`src/tssf_pkg.sv`:
```
// Shared types, constants and digit functions for the temperature seven-segment formatter.
`timescale 1ns / 1ps
`default_nettype none
package tssf_pkg;

    localparam int WORD_W   = 16;
    localparam int WHOLE_W  = 7;
    localparam int SEG_W    = 8;
    localparam int SEL_W    = 4;
    localparam int DIGITS   = 4;
    localparam int IDX_W    = 2;
    localparam int CFG_IDX_W  = 8;
    localparam int CFG_DATA_W = 8;
    localparam int OUT_DATA_W = 16;

    // Config register indexes
    localparam logic [CFG_IDX_W-1:0] REG_ALARM_LOW  = 8'd0;
    localparam logic [CFG_IDX_W-1:0] REG_ALARM_HIGH = 8'd1;

    localparam logic [WHOLE_W-1:0] ALARM_LOW_RST  = 7'd20;
    localparam logic [WHOLE_W-1:0] ALARM_HIGH_RST = 7'd30;

    // Digit slot order on the output: half, ones, tens, sign
    localparam logic [IDX_W-1:0] SLOT_HALF = 2'd0;
    localparam logic [IDX_W-1:0] SLOT_ONES = 2'd1;
    localparam logic [IDX_W-1:0] SLOT_TENS = 2'd2;
    localparam logic [IDX_W-1:0] SLOT_SIGN = 2'd3;

    // Glyph codes beyond 0..9
    localparam logic [3:0] CODE_BLANK = 4'd10;
    localparam logic [3:0] CODE_MINUS = 4'd11;

    localparam logic [SEG_W-1:0] SEG_DP = 8'h80;

    // Reciprocal of 10 for 7-bit values: q = (x * 205) >> 11
    localparam logic [7:0] RECIP10 = 8'd205;
    localparam int RECIP10_SH = 11;

    typedef logic [SEG_W-1:0] seg_t;

    typedef struct packed {
        seg_t [DIGITS-1:0] seg;        // indexed by slot
        logic              out_of_band;
    } digits_t;

    function automatic seg_t seg_of(input logic [3:0] code);
        seg_t s;
        unique case (code)
            4'd0:       s = 8'h3F;
            4'd1:       s = 8'h06;
            4'd2:       s = 8'h5B;
            4'd3:       s = 8'h4F;
            4'd4:       s = 8'h66;
            4'd5:       s = 8'h6D;
            4'd6:       s = 8'h7C;
            4'd7:       s = 8'h07;
            4'd8:       s = 8'h7F;
            4'd9:       s = 8'h67;
            CODE_MINUS: s = 8'h40;
            default:    s = 8'h00;
        endcase
        return s;
    endfunction

endpackage
`default_nettype wire

```
`src/tssf_digits.sv`:
```
// Decodes one temperature word into four segment patterns and the alarm band check.
`timescale 1ns / 1ps
`default_nettype none
module tssf_digits
(
    input  wire logic [tssf_pkg::WORD_W-1:0]  word,
    input  wire logic [tssf_pkg::WHOLE_W-1:0] alarm_low,
    input  wire logic [tssf_pkg::WHOLE_W-1:0] alarm_high,
    output tssf_pkg::digits_t                 digits
);
    import tssf_pkg::*;

    logic [WORD_W-1:0]  mag;
    logic [WHOLE_W-1:0] whole;
    logic [14:0]        prod;
    logic [3:0]         quot;
    logic [3:0]         tens;
    logic [3:0]         ones;
    logic [6:0]         quot_x10;

    always_comb
    begin
        // 0x8000 negates to itself, giving minus zero
        mag   = word[WORD_W-1] ? (~word + 16'd1) : word;
        whole = mag[14:8];

        prod     = 15'(whole) * 15'(RECIP10);
        quot     = prod[RECIP10_SH +: 4];           // whole / 10, 0..12
        tens     = (quot >= 4'd10) ? (quot - 4'd10) : quot;
        quot_x10 = 7'(quot) * 7'd10;
        ones     = 4'(whole - quot_x10);

        digits.seg[SLOT_HALF] = seg_of(mag[7] ? 4'd5 : 4'd0);
        digits.seg[SLOT_ONES] = seg_of(ones) | SEG_DP;
        digits.seg[SLOT_TENS] = seg_of(tens);
        digits.seg[SLOT_SIGN] = seg_of(word[WORD_W-1] ? CODE_MINUS : CODE_BLANK);

        digits.out_of_band = (whole >= alarm_high) || (whole < alarm_low);
    end

endmodule
`default_nettype wire

```
`src/temperature_seven_segment_formatter.sv`:
```
// Top level: temperature reading in, four seven-segment digit results out.
// A reading passes through the input register and then the serializer register before its first digit appears;
// each reading is sent as four digit beats over the single output channel, and the input
// register accepts the next reading while the current run is still going out.
// Reset (rst_n low, async): buffers empty, buzzer off, alarm band 20..29.
`timescale 1ns / 1ps
`default_nettype none
module temperature_seven_segment_formatter
(
    input  wire logic                              clk,
    input  wire logic                              rst_n,
    // reading request in
    input  wire logic                              s_tvalid,
    output logic                                   s_tready,
    input  wire logic [tssf_pkg::WORD_W-1:0]       s_tdata,   // [15:0] temperature_word
    // digit results out
    output logic                                   m_tvalid,
    input  wire logic                              m_tready,
    output logic [tssf_pkg::OUT_DATA_W-1:0]        m_tdata,   // [7:0] segments, [8] buzzer_on
    output logic [tssf_pkg::SEL_W-1:0]             m_tuser,   // [3:0] digit_select
    output logic                                   m_tlast,   // last_digit
    // config write channel
    input  wire logic                              cfg_valid,
    output logic                                   cfg_ready,
    input  wire logic [tssf_pkg::CFG_IDX_W-1:0]    cfg_index,
    input  wire logic [tssf_pkg::CFG_DATA_W-1:0]   cfg_data
);
    import tssf_pkg::*;

    // Input register
    logic              in_valid_reg, in_valid_next;
    logic [WORD_W-1:0] in_word_reg, in_word_next;

    // Output serializer: four decoded patterns, walked by slot index
    logic                   ser_valid_reg, ser_valid_next;
    logic [IDX_W-1:0]       idx_reg, idx_next;
    seg_t [DIGITS-1:0]      ser_seg_reg, ser_seg_next;
    logic                   buzzer_reg, buzzer_next;

    logic [WHOLE_W-1:0]     alarm_low_reg, alarm_low_next;
    logic [WHOLE_W-1:0]     alarm_high_reg, alarm_high_next;

    digits_t                digits;
    logic                   in_accept;
    logic                   out_accept;
    logic                   run_done;
    logic                   load;

    tssf_digits u_digits
    (
        .word       (in_word_reg),
        .alarm_low  (alarm_low_reg),
        .alarm_high (alarm_high_reg),
        .digits     (digits)
    );

    always_comb
    begin
        cfg_ready  = 1'b1;
        out_accept = m_tvalid && m_tready;
        run_done   = out_accept && (idx_reg == SLOT_SIGN);
        // serializer takes a new reading when empty or finishing its last beat
        load       = in_valid_reg && (!ser_valid_reg || run_done);
        s_tready   = !in_valid_reg || load;
        in_accept  = s_tvalid && s_tready;

        in_valid_next = in_accept ? 1'b1 : (load ? 1'b0 : in_valid_reg);
        in_word_next  = in_accept ? s_tdata : in_word_reg;

        ser_valid_next = ser_valid_reg;
        idx_next       = idx_reg;
        ser_seg_next   = ser_seg_reg;
        buzzer_next    = buzzer_reg;
        if (load)
        begin
            ser_valid_next = 1'b1;
            idx_next       = SLOT_HALF;
            ser_seg_next   = digits.seg;
            buzzer_next    = buzzer_reg ^ digits.out_of_band;
        end
        else if (run_done)
        begin
            ser_valid_next = 1'b0;
            idx_next       = SLOT_HALF;
        end
        else if (out_accept)
        begin
            idx_next = idx_reg + 2'd1;
        end

        alarm_low_next  = alarm_low_reg;
        alarm_high_next = alarm_high_reg;
        if (cfg_valid && cfg_ready)
        begin
            // only the low 7 bits are kept; unknown indexes are dropped
            if (cfg_index == REG_ALARM_LOW)
                alarm_low_next = cfg_data[WHOLE_W-1:0];
            else if (cfg_index == REG_ALARM_HIGH)
                alarm_high_next = cfg_data[WHOLE_W-1:0];
        end

        m_tvalid = ser_valid_reg;
        m_tdata  = {7'd0, buzzer_reg, ser_seg_reg[idx_reg]};
        m_tuser  = SEL_W'(1) << idx_reg;
        m_tlast  = (idx_reg == SLOT_SIGN);
    end

    always_ff @(posedge clk or negedge rst_n)
    begin
        if (!rst_n)
        begin
            in_valid_reg   <= 1'b0;
            ser_valid_reg  <= 1'b0;
            idx_reg        <= SLOT_HALF;
            buzzer_reg     <= 1'b0;
            alarm_low_reg  <= ALARM_LOW_RST;
            alarm_high_reg <= ALARM_HIGH_RST;
        end
        else
        begin
            in_valid_reg   <= in_valid_next;
            ser_valid_reg  <= ser_valid_next;
            idx_reg        <= idx_next;
            buzzer_reg     <= buzzer_next;
            alarm_low_reg  <= alarm_low_next;
            alarm_high_reg <= alarm_high_next;
        end
    end

    // payload, no reset needed
    always_ff @(posedge clk)
    begin
        in_word_reg <= in_word_next;
        ser_seg_reg <= ser_seg_next;
    end

    // a run in progress never drops out of valid mid-way
    a_run_valid: assert property (@(posedge clk) disable iff (!rst_n)
        (idx_reg != SLOT_HALF) |-> m_tvalid)
        else $error("slot index advanced with serializer empty");

    // a full input register is only overwritten when its reading moves on
    a_no_overrun: assert property (@(posedge clk) disable iff (!rst_n)
        (in_accept && in_valid_reg) |-> load)
        else $error("input register overwritten");

    // the buzzer only changes when a new reading enters the serializer
    a_buzzer_load: assert property (@(posedge clk) disable iff (!rst_n)
        !load |=> $stable(buzzer_reg))
        else $error("buzzer changed without a new reading");

    // a finished run is followed by the half digit or an empty serializer
    a_run_restart: assert property (@(posedge clk) disable iff (!rst_n)
        run_done |=> (idx_reg == SLOT_HALF))
        else $error("run did not restart at half digit");

endmodule
`default_nettype wire

```
`config.mk`:
```
export PLATFORM = sky130hd
export DESIGN_NAME = temperature_seven_segment_formatter
export DESIGN_NICKNAME = d
export VERILOG_FILES = /design/src/tssf_pkg.sv /design/src/tssf_digits.sv /design/src/temperature_seven_segment_formatter.sv
export SDC_FILE = /design/constraint.sdc
export NUM_CORES = 1
export LEC_CHECK = 0
export BUFFER_PORTS_ARGS = -buffer_cell sky130_fd_sc_hd__buf_2
export CELL_PAD_IN_SITES_DETAIL_PLACEMENT = 2
export CELL_PAD_IN_SITES_GLOBAL_PLACEMENT = 2
export CORE_MARGIN = 2
export CORE_UTILIZATION = 40
export DETAILED_ROUTE_END_ITERATION = 6
export PLACE_DENSITY_LB_ADDON = 0.2
export SKIP_LAST_GASP = 1
export SLEW_MARGIN = 25
export SYNTH_ARGS = -nofsm -noshare
export SYNTH_HDL_FRONTEND = slang
export SYNTH_HIERARCHICAL = 1
export SYNTH_SLANG_ARGS = --single-unit
export TNS_END_PERCENT = 30
```
`constraint.sdc`:
```
create_clock -name clk -period 9 [get_ports clk]
set_input_delay 1.35 -clock clk [delete_from_list [all_inputs] [get_ports clk]]
set_output_delay 1.35 -clock clk [all_outputs]
set_load 0.01 [all_outputs]
```
Word level (Yosys, flattened, before mapping). Memories as Yosys holds them, arrays and structs flattened. A register that Yosys moved wholly into a read port is not among the register bits. Index checks and enable logic that the tools add are counted. Widths: inputs -> output; s select.

Memories kept: 4. Input bits: 37. Memory bits (read-only): 448. Output and inout bits: 24. Register bits after elaboration: 59. Word-level logic and storage cells: 58.

Memories: (no name shown) (depth 16, bits a word 7, rd ports 1, clocked after Yosys merged registers in 1, wr ports 0, RTL line tssf_pkg.sv:48) `unique case (code)`; (no name shown) (depth 16, bits a word 7, rd ports 1, clocked after Yosys merged registers in 1, wr ports 0, RTL line tssf_pkg.sv:48); (no name shown) (depth 16, bits a word 7, rd ports 1, clocked after Yosys merged registers in 1, wr ports 0, RTL line tssf_pkg.sv:48); (no name shown) (depth 16, bits a word 7, rd ports 1, clocked after Yosys merged registers in 1, wr ports 0, RTL line tssf_pkg.sv:48).

Shift-type cells: 1. Multiplexer cells: 13. Multiply operators: 2. Reduce and logical (&&, ||, !) cells: 15. $add $sub $neg: 4. Magnitude comparators: 4. Bitwise gates (word level): 3. Eq/ne operators: 2.

Operator list (count): $bmux 8 s2 (1); $add 15x1->15 const B (1); $mul 7x8->15 const B (1); $mux 15 (1); $not 15->15 (1); $eq 8x1->1 const B (1); $logic_not 8->1 (1); $mux 8 (1); $ge 7x7->1 (1); $lt 7x7->1 (1); $mux 2 (3); $mux 1 (5); $ge 4x4->1 const B (1); $logic_and 1x1->1 (4); $mul 4x3->3 const B (1); $mux 4 (1); $reduce_bool 2->1 (2); $shl 1x2->4 const A (1); $sub 4x4->4 (1); $sub 4x4->4 const B (1); $logic_or 1x1->1 (3); $lt 2x3->1 const B (1); $mux 3 (1); $reduce_and 3->1 (1); other kinds (7) (8).

Depth between registers and ports, before layout.
Depth in word-level cells: 7. Gate-level depth with buffers: 27. Depth with buffers taken out: 25.

By module. Netlist, hierarchy kept.

Modules (own cells, without submodules): temperature_seven_segment_formatter (times used 1, cells each 128, area each 2603.7 µm²); tssf_digits (times used 1, cells each 273, area each 2219.6 µm²).

Least setup slack after synthesis. No wires, ideal clock.

Path type: reg-to-reg. Start: register in_word_reg[3]. End: register ser_seg_reg[10] in the netlist's numbering, data pin. Period minus slack after synthesis: 6.970 ns. Buffers on the path: 2. Cell stages (with the launch flop): 26. Setup slack: 2.030 ns. Data arrival time: 6.714 ns. Cell sequence: edfxtp_1 > or4_4 > or3_1 > buf_6 > o41a_1 > xnor2_2 > inv_1 > ha_1 > ha_1 > fa_1 > fa_1 > ha_1 > nand4_1 > nor3b_1 > nand3_1 > a221oi_2 > nor2_1 > xor2_1 > inv_1 > fa_1 > xnor2_1 > xnor2_2 > xnor2_2 > buf_6 > a21oi_1 > a31o_2.

Word-level cells in the longest chain between the ends: 6.

Ends and longest elaborated chain: from (decl) (RTL line temperature_seven_segment_formatter.sv:32) `logic [WORD_W-1:0] in_word_reg, in_word_next;`; from (signal assigned) (RTL line temperature_seven_segment_formatter.sv:133) `in_word_reg <= in_word_next;`; $not 15->15 * (RTL line tssf_digits.sv:24) `mag = word[WORD_W-1] ? (~word + 16'd1) : word;`; $add 15x1->15 * (RTL line tssf_digits.sv:24); $mux 15 * (RTL line tssf_digits.sv:24); $mul 7x8->15 (RTL line tssf_digits.sv:27) `prod = 15'(whole) * 15'(RECIP10);`; $mul 4x3->3 (RTL line tssf_digits.sv:30) `quot_x10 = 7'(quot) * 7'd10;`; $sub 4x4->4 * (RTL line tssf_digits.sv:31) `ones = 4'(whole - quot_x10);`; to (decl) (RTL line temperature_seven_segment_formatter.sv:37) `seg_t [DIGITS-1:0] ser_seg_reg, ser_seg_next;`.

Every way passes the cells marked *; elsewhere a longest branch is shown, timed or not. A chain may end at the register's enable or synchronous reset.

Final worst setup path.
Start: register in_word_reg[0]. End: register ser_seg_reg[14] in the netlist's numbering, data pin.

The elaborated chain is that of the path after synthesis.

==> impl_metrics.xml <==
<?xml version="1.0" encoding="UTF-8"?>
<metrics>
  <group name="cells_and_area">
    <metric name="finalCoreUtilization" unit="%">45.41</metric>
    <metric name="insertedDiodeCount" unit="">0</metric>
    <metric name="area_growth" unit="%">12.14</metric>
    <metric name="ff_latch_area" unit="mm²">0.001924</metric>
    <metric name="multi_input_combinational_cell_area" unit="mm²">0.002552</metric>
    <metric name="drive_gt1_share" unit="%">24.94</metric>
    <metric name="finish.net_count" unit="">549</metric>
    <metric name="largest_register_ffs" unit="">32</metric>
    <metric name="fillCellCount" unit="">1232</metric>
    <metric name="design_area" unit="mm²">0.005409</metric>
  </group>
  <group name="sta">
    <metric name="worstMarginPinSlew" unit="ns">0.9173</metric>
    <metric name="final-max-slew-violation-count" unit="">0</metric>
    <metric name="final_period_minus_worst_setup_slack" unit="ns">8.012</metric>
    <metric name="grt_setup_unrepaired" unit="">no</metric>
    <metric name="fmaxAchievable" unit="GHz">0.1248</metric>
    <metric name="totalNegativeSetupSlack" unit="ns">0</metric>
    <metric name="min_period_over_period" unit="%">89.02</metric>
    <metric name="relSlewSlack" unit="%">38.72</metric>
    <metric name="worst_clock_skew" unit="ns">0.004607</metric>
    <metric name="final_hold_viol_count" unit="">0</metric>
    <metric name="report.final.setup_viol" unit="">0</metric>
  </group>
  <group name="synth">
    <metric name="post_synth_instance_area" unit="mm²">0.004823</metric>
    <metric name="yosysMostFrequentCell" unit="">ha_1</metric>
    <metric name="postSynthCellCount" unit="">401</metric>
    <metric name="ys_dominant_reg_cell" unit="">edfxtp_1</metric>
    <metric name="synth_seq_area_share" unit="%">39.90</metric>
    <metric name="synth_top_cells_by_area" unit="">edfxtp_1 (30%), ha_1 (14%), dfrtp_1 (6.7%), buf_4 (4.0%), fa_1 (3.7%)</metric>
    <metric name="yosys.cell_types.count" unit="">73</metric>
    <metric name="synth_area_leader_cell" unit="">edfxtp_1</metric>
    <metric name="number_of_warnings_printed_during_yosys_synthesis" unit="">6</metric>
    <metric name="post_synth_most_frequent_cells" unit="">ha_1 (55), edfxtp_1 (48), inv_1 (41)</metric>
    <metric name="count_of_state_elements_after_synthesis" unit="">67</metric>
    <metric name="yosys.area.top_type_share" unit="%">29.88</metric>
    <metric name="post_synth.cell_area_avg" unit="µm²">12.03</metric>
    <metric name="synth_async_sr_flop_share" unit="%">28.36</metric>
    <metric name="synth_edf_count" unit="">48</metric>
  </group>
  <group name="critical_path">
    <metric name="crit_path_top_delay_cell" unit="">xnor2_2</metric>
    <metric name="max_stage_delay" unit="ns">0.62</metric>
    <metric name="crit-reg2reg-launch" unit="">in_word_reg[0]$_DFFE_PP_</metric>
    <metric name="critPathCaptureType" unit="">register</metric>
    <metric name="worstPathMaxFanout" unit="">13</metric>
    <metric name="timing.critical_path.mode_cell" unit="">inv_1</metric>
    <metric name="timing.critical_path.from_type" unit="">register</metric>
    <metric name="startpoint" unit="">in_word_reg[0]$_DFFE_PP_</metric>
    <metric name="critPathArrivalTime" unit="ns">8.11</metric>
    <metric name="critical_path_class" unit="">reg2reg</metric>
    <metric name="critical_path_required" unit="ns">9.09</metric>
  </group>
  <group name="floorplanning">
    <metric name="starting_density" unit="%">40.49</metric>
    <metric name="die_y" unit="µm">113.8</metric>
    <metric name="die_width" unit="µm">113.8</metric>
    <metric name="die-area" unit="mm²">0.01295</metric>
    <metric name="number_of_placement_rows" unit="">40</metric>
    <metric name="core-area" unit="mm²">0.01191</metric>
    <metric name="floorplan.io_pins" unit="">61</metric>
  </group>
  <group name="detailed_routing">
    <metric name="remaining_drc_errors" unit="">0</metric>
    <metric name="wl_per_cell" unit="µm">18.47</metric>
    <metric name="count_of_routing_violations_after_the_opening_detailed_route_iteration" unit="">113</metric>
    <metric name="antenna_violating_nets_post_route" unit="">0</metric>
    <metric name="avgViaCountPerCell" unit="">5.277</metric>
    <metric name="vias" unit="">3166</metric>
    <metric name="detail_route.first_pass.iterations" unit="">4</metric>
    <metric name="postRouteWirelength" unit="µm">11080</metric>
  </group>
  <group name="global_route">
    <metric name="pin_count_of_the_biggest_net_entering_global_routing" unit="">33</metric>
    <metric name="number_of_antenna_violations_at_the_first_check_in_global_routing" unit="">0</metric>
    <metric name="first_global_vias" unit="">3503</metric>
    <metric name="grt-ovfl-total" unit="">0</metric>
    <metric name="grt_first_pass_wirelength" unit="µm">18170</metric>
    <metric name="gr-usage-all-layers" unit="%">18.57</metric>
  </group>
  <group name="placement">
    <metric name="port_buffers" unit="">51</metric>
    <metric name="detailed_place_hpwl" unit="µm">8426</metric>
    <metric name="place.gp.congestion" unit="">0.7873</metric>
    <metric name="detailed_place.area" unit="mm²">0.005100</metric>
  </group>
  <group name="clock_network">
    <metric name="clock_input_transition_at_the_sequential_cells_of_the_worst_setup_and_hold_paths" unit="ns">0.05</metric>
    <metric name="cts.htree.levels" unit="">3</metric>
    <metric name="insertion_delay" unit="ns">0.34</metric>
    <metric name="post_cts.resized_instances" unit="">0</metric>
    <metric name="cts_inserted_buffers" unit="">9</metric>
    <metric name="clock_tree.buffer_depth" unit="">2</metric>
    <metric name="cts_tree" unit="">yes</metric>
    <metric name="cts.sinks" unit="">67</metric>
    <metric name="root_buffer_cell" unit="">clkbuf_16</metric>
    <metric name="postCtsHoldBufs" unit="">0</metric>
    <metric name="cts_post_setup_buffers_inserted" unit="">0</metric>
  </group>
  <group name="job">
    <metric name="cap_viol_max_count" unit="">0</metric>
  </group>
  <group name="run_status">
    <metric name="status" unit="">complete, no violations</metric>
  </group>
  <group name="min_path">
    <metric name="holdCritPathClass" unit="">reg2reg</metric>
    <metric name="worst_hold_startpoint" unit="">buzzer_reg$_DFFE_PN0P_</metric>
  </group>
</metrics>
[final cells by class]
| type | instances | share of cell area [%] |
|---|---|---|
| Multi-Input combinational cell | 274 | 47.19 |
| Sequential cell | 67 | 35.58 |
| Timing Repair Buffer | 55 | 5.274 |
| Clock buffer | 10 | 4.233 |
| Tap cell | 147 | 3.400 |
| Inverter | 41 | 2.845 |
| Clock inverter | 6 | 1.480 |
[per-stage QoR]
| stage | setup slack, ns | hold WS [ns] | instances |
|---|---|---|---|
| after floorplan | 2.030 | 0.4467 | 419 |
| after global placement | 1.275 | 0.4613 | 584 |
| after detailed placement | 0.9748 | 0.4902 | 584 |
| after CTS | 0.9255 | 0.4988 | 600 |
| after global routing | 0.3532 | 0.5332 | 600 |
| final | 0.9884 | 0.4908 | 600 |
[final timing paths]
kind                                                 end  slack (ns)  cells after the start
max in group asynchronous  alarm_high_reg[1]$_DFFE_PN1P_        7.69                      1
hold reg to reg                   buzzer_reg$_DFFE_PN0P_        0.49                      1
min in group asynchronous   alarm_low_reg[3]$_DFFE_PN0P_        0.96                      1
setup / recovery               ser_seg_reg[14]$_DFFE_PP_        0.99                     25
setup reg to reg               ser_seg_reg[14]$_DFFE_PP_        0.99                     25
hold / removal                    buzzer_reg$_DFFE_PN0P_        0.49                      1
[cell usage in the layout (no fill, tap or decap), drive strengths merged, types with 3 or more instances in the layout]
| cell type | instances |
|---|---|
| a211oi | 3 |
| a21o | 6 |
| a21oi | 10 |
| a31oi | 3 |
| and3 | 4 |
| buf | 55 |
| clkbuf | 10 |
| clkinv | 3 |
| conb | 22 |
| dfrtp | 13 |
| dfstp | 6 |
| edfxtp | 48 |
| fa | 9 |
| ha | 55 |
| inv | 41 |
| mux2 | 15 |
| mux2i | 11 |
| mux4 | 8 |
| nand2 | 18 |
| nand3 | 3 |
| nor2 | 10 |
| nor2b | 3 |
| nor3 | 9 |
| nor3b | 4 |
| o211ai | 3 |
| o21ai | 12 |
| o22ai | 5 |
| or4 | 4 |
| xnor2 | 15 |
| xor2 | 4 |
[critical path: cells and delay by family (launching register included)]
kind	cells	cell delay [ns]
flip-flops	1	0.39
adder cells (fa/ha/maj)	6	2.19
buffers and inverters	4	0.45
AO/OA/AOI/OAI	3	1.03
multiplexers	1	0.20
AND/OR/NAND/NOR	6	1.85
XOR/XNOR	5	1.65
[metal layers]
layer	global-route usage (%)	vias up	share of wire, %
met5	0	-	0
met4	7.398	0	1.6
met3	2.816	13	2.3
met2	33.17	40	52
met1	22.51	1613	44
li1	-	1500	-
[cells by family after synthesis]
kind of cell	share of synthesized area, %
adders and majority gates	18.00
buffers and inverters	8.638
other	0.3112
xor gates and xnor gates	4.462
and+or+nand+nor	9.105
muxes	10.06
DFF	39.90
AOI/OAI and AO/OA	9.520
Power is left out: the tool's default activity adds up to more than one toggle a clock period on the data nets, which glitch-free logic cannot reach.
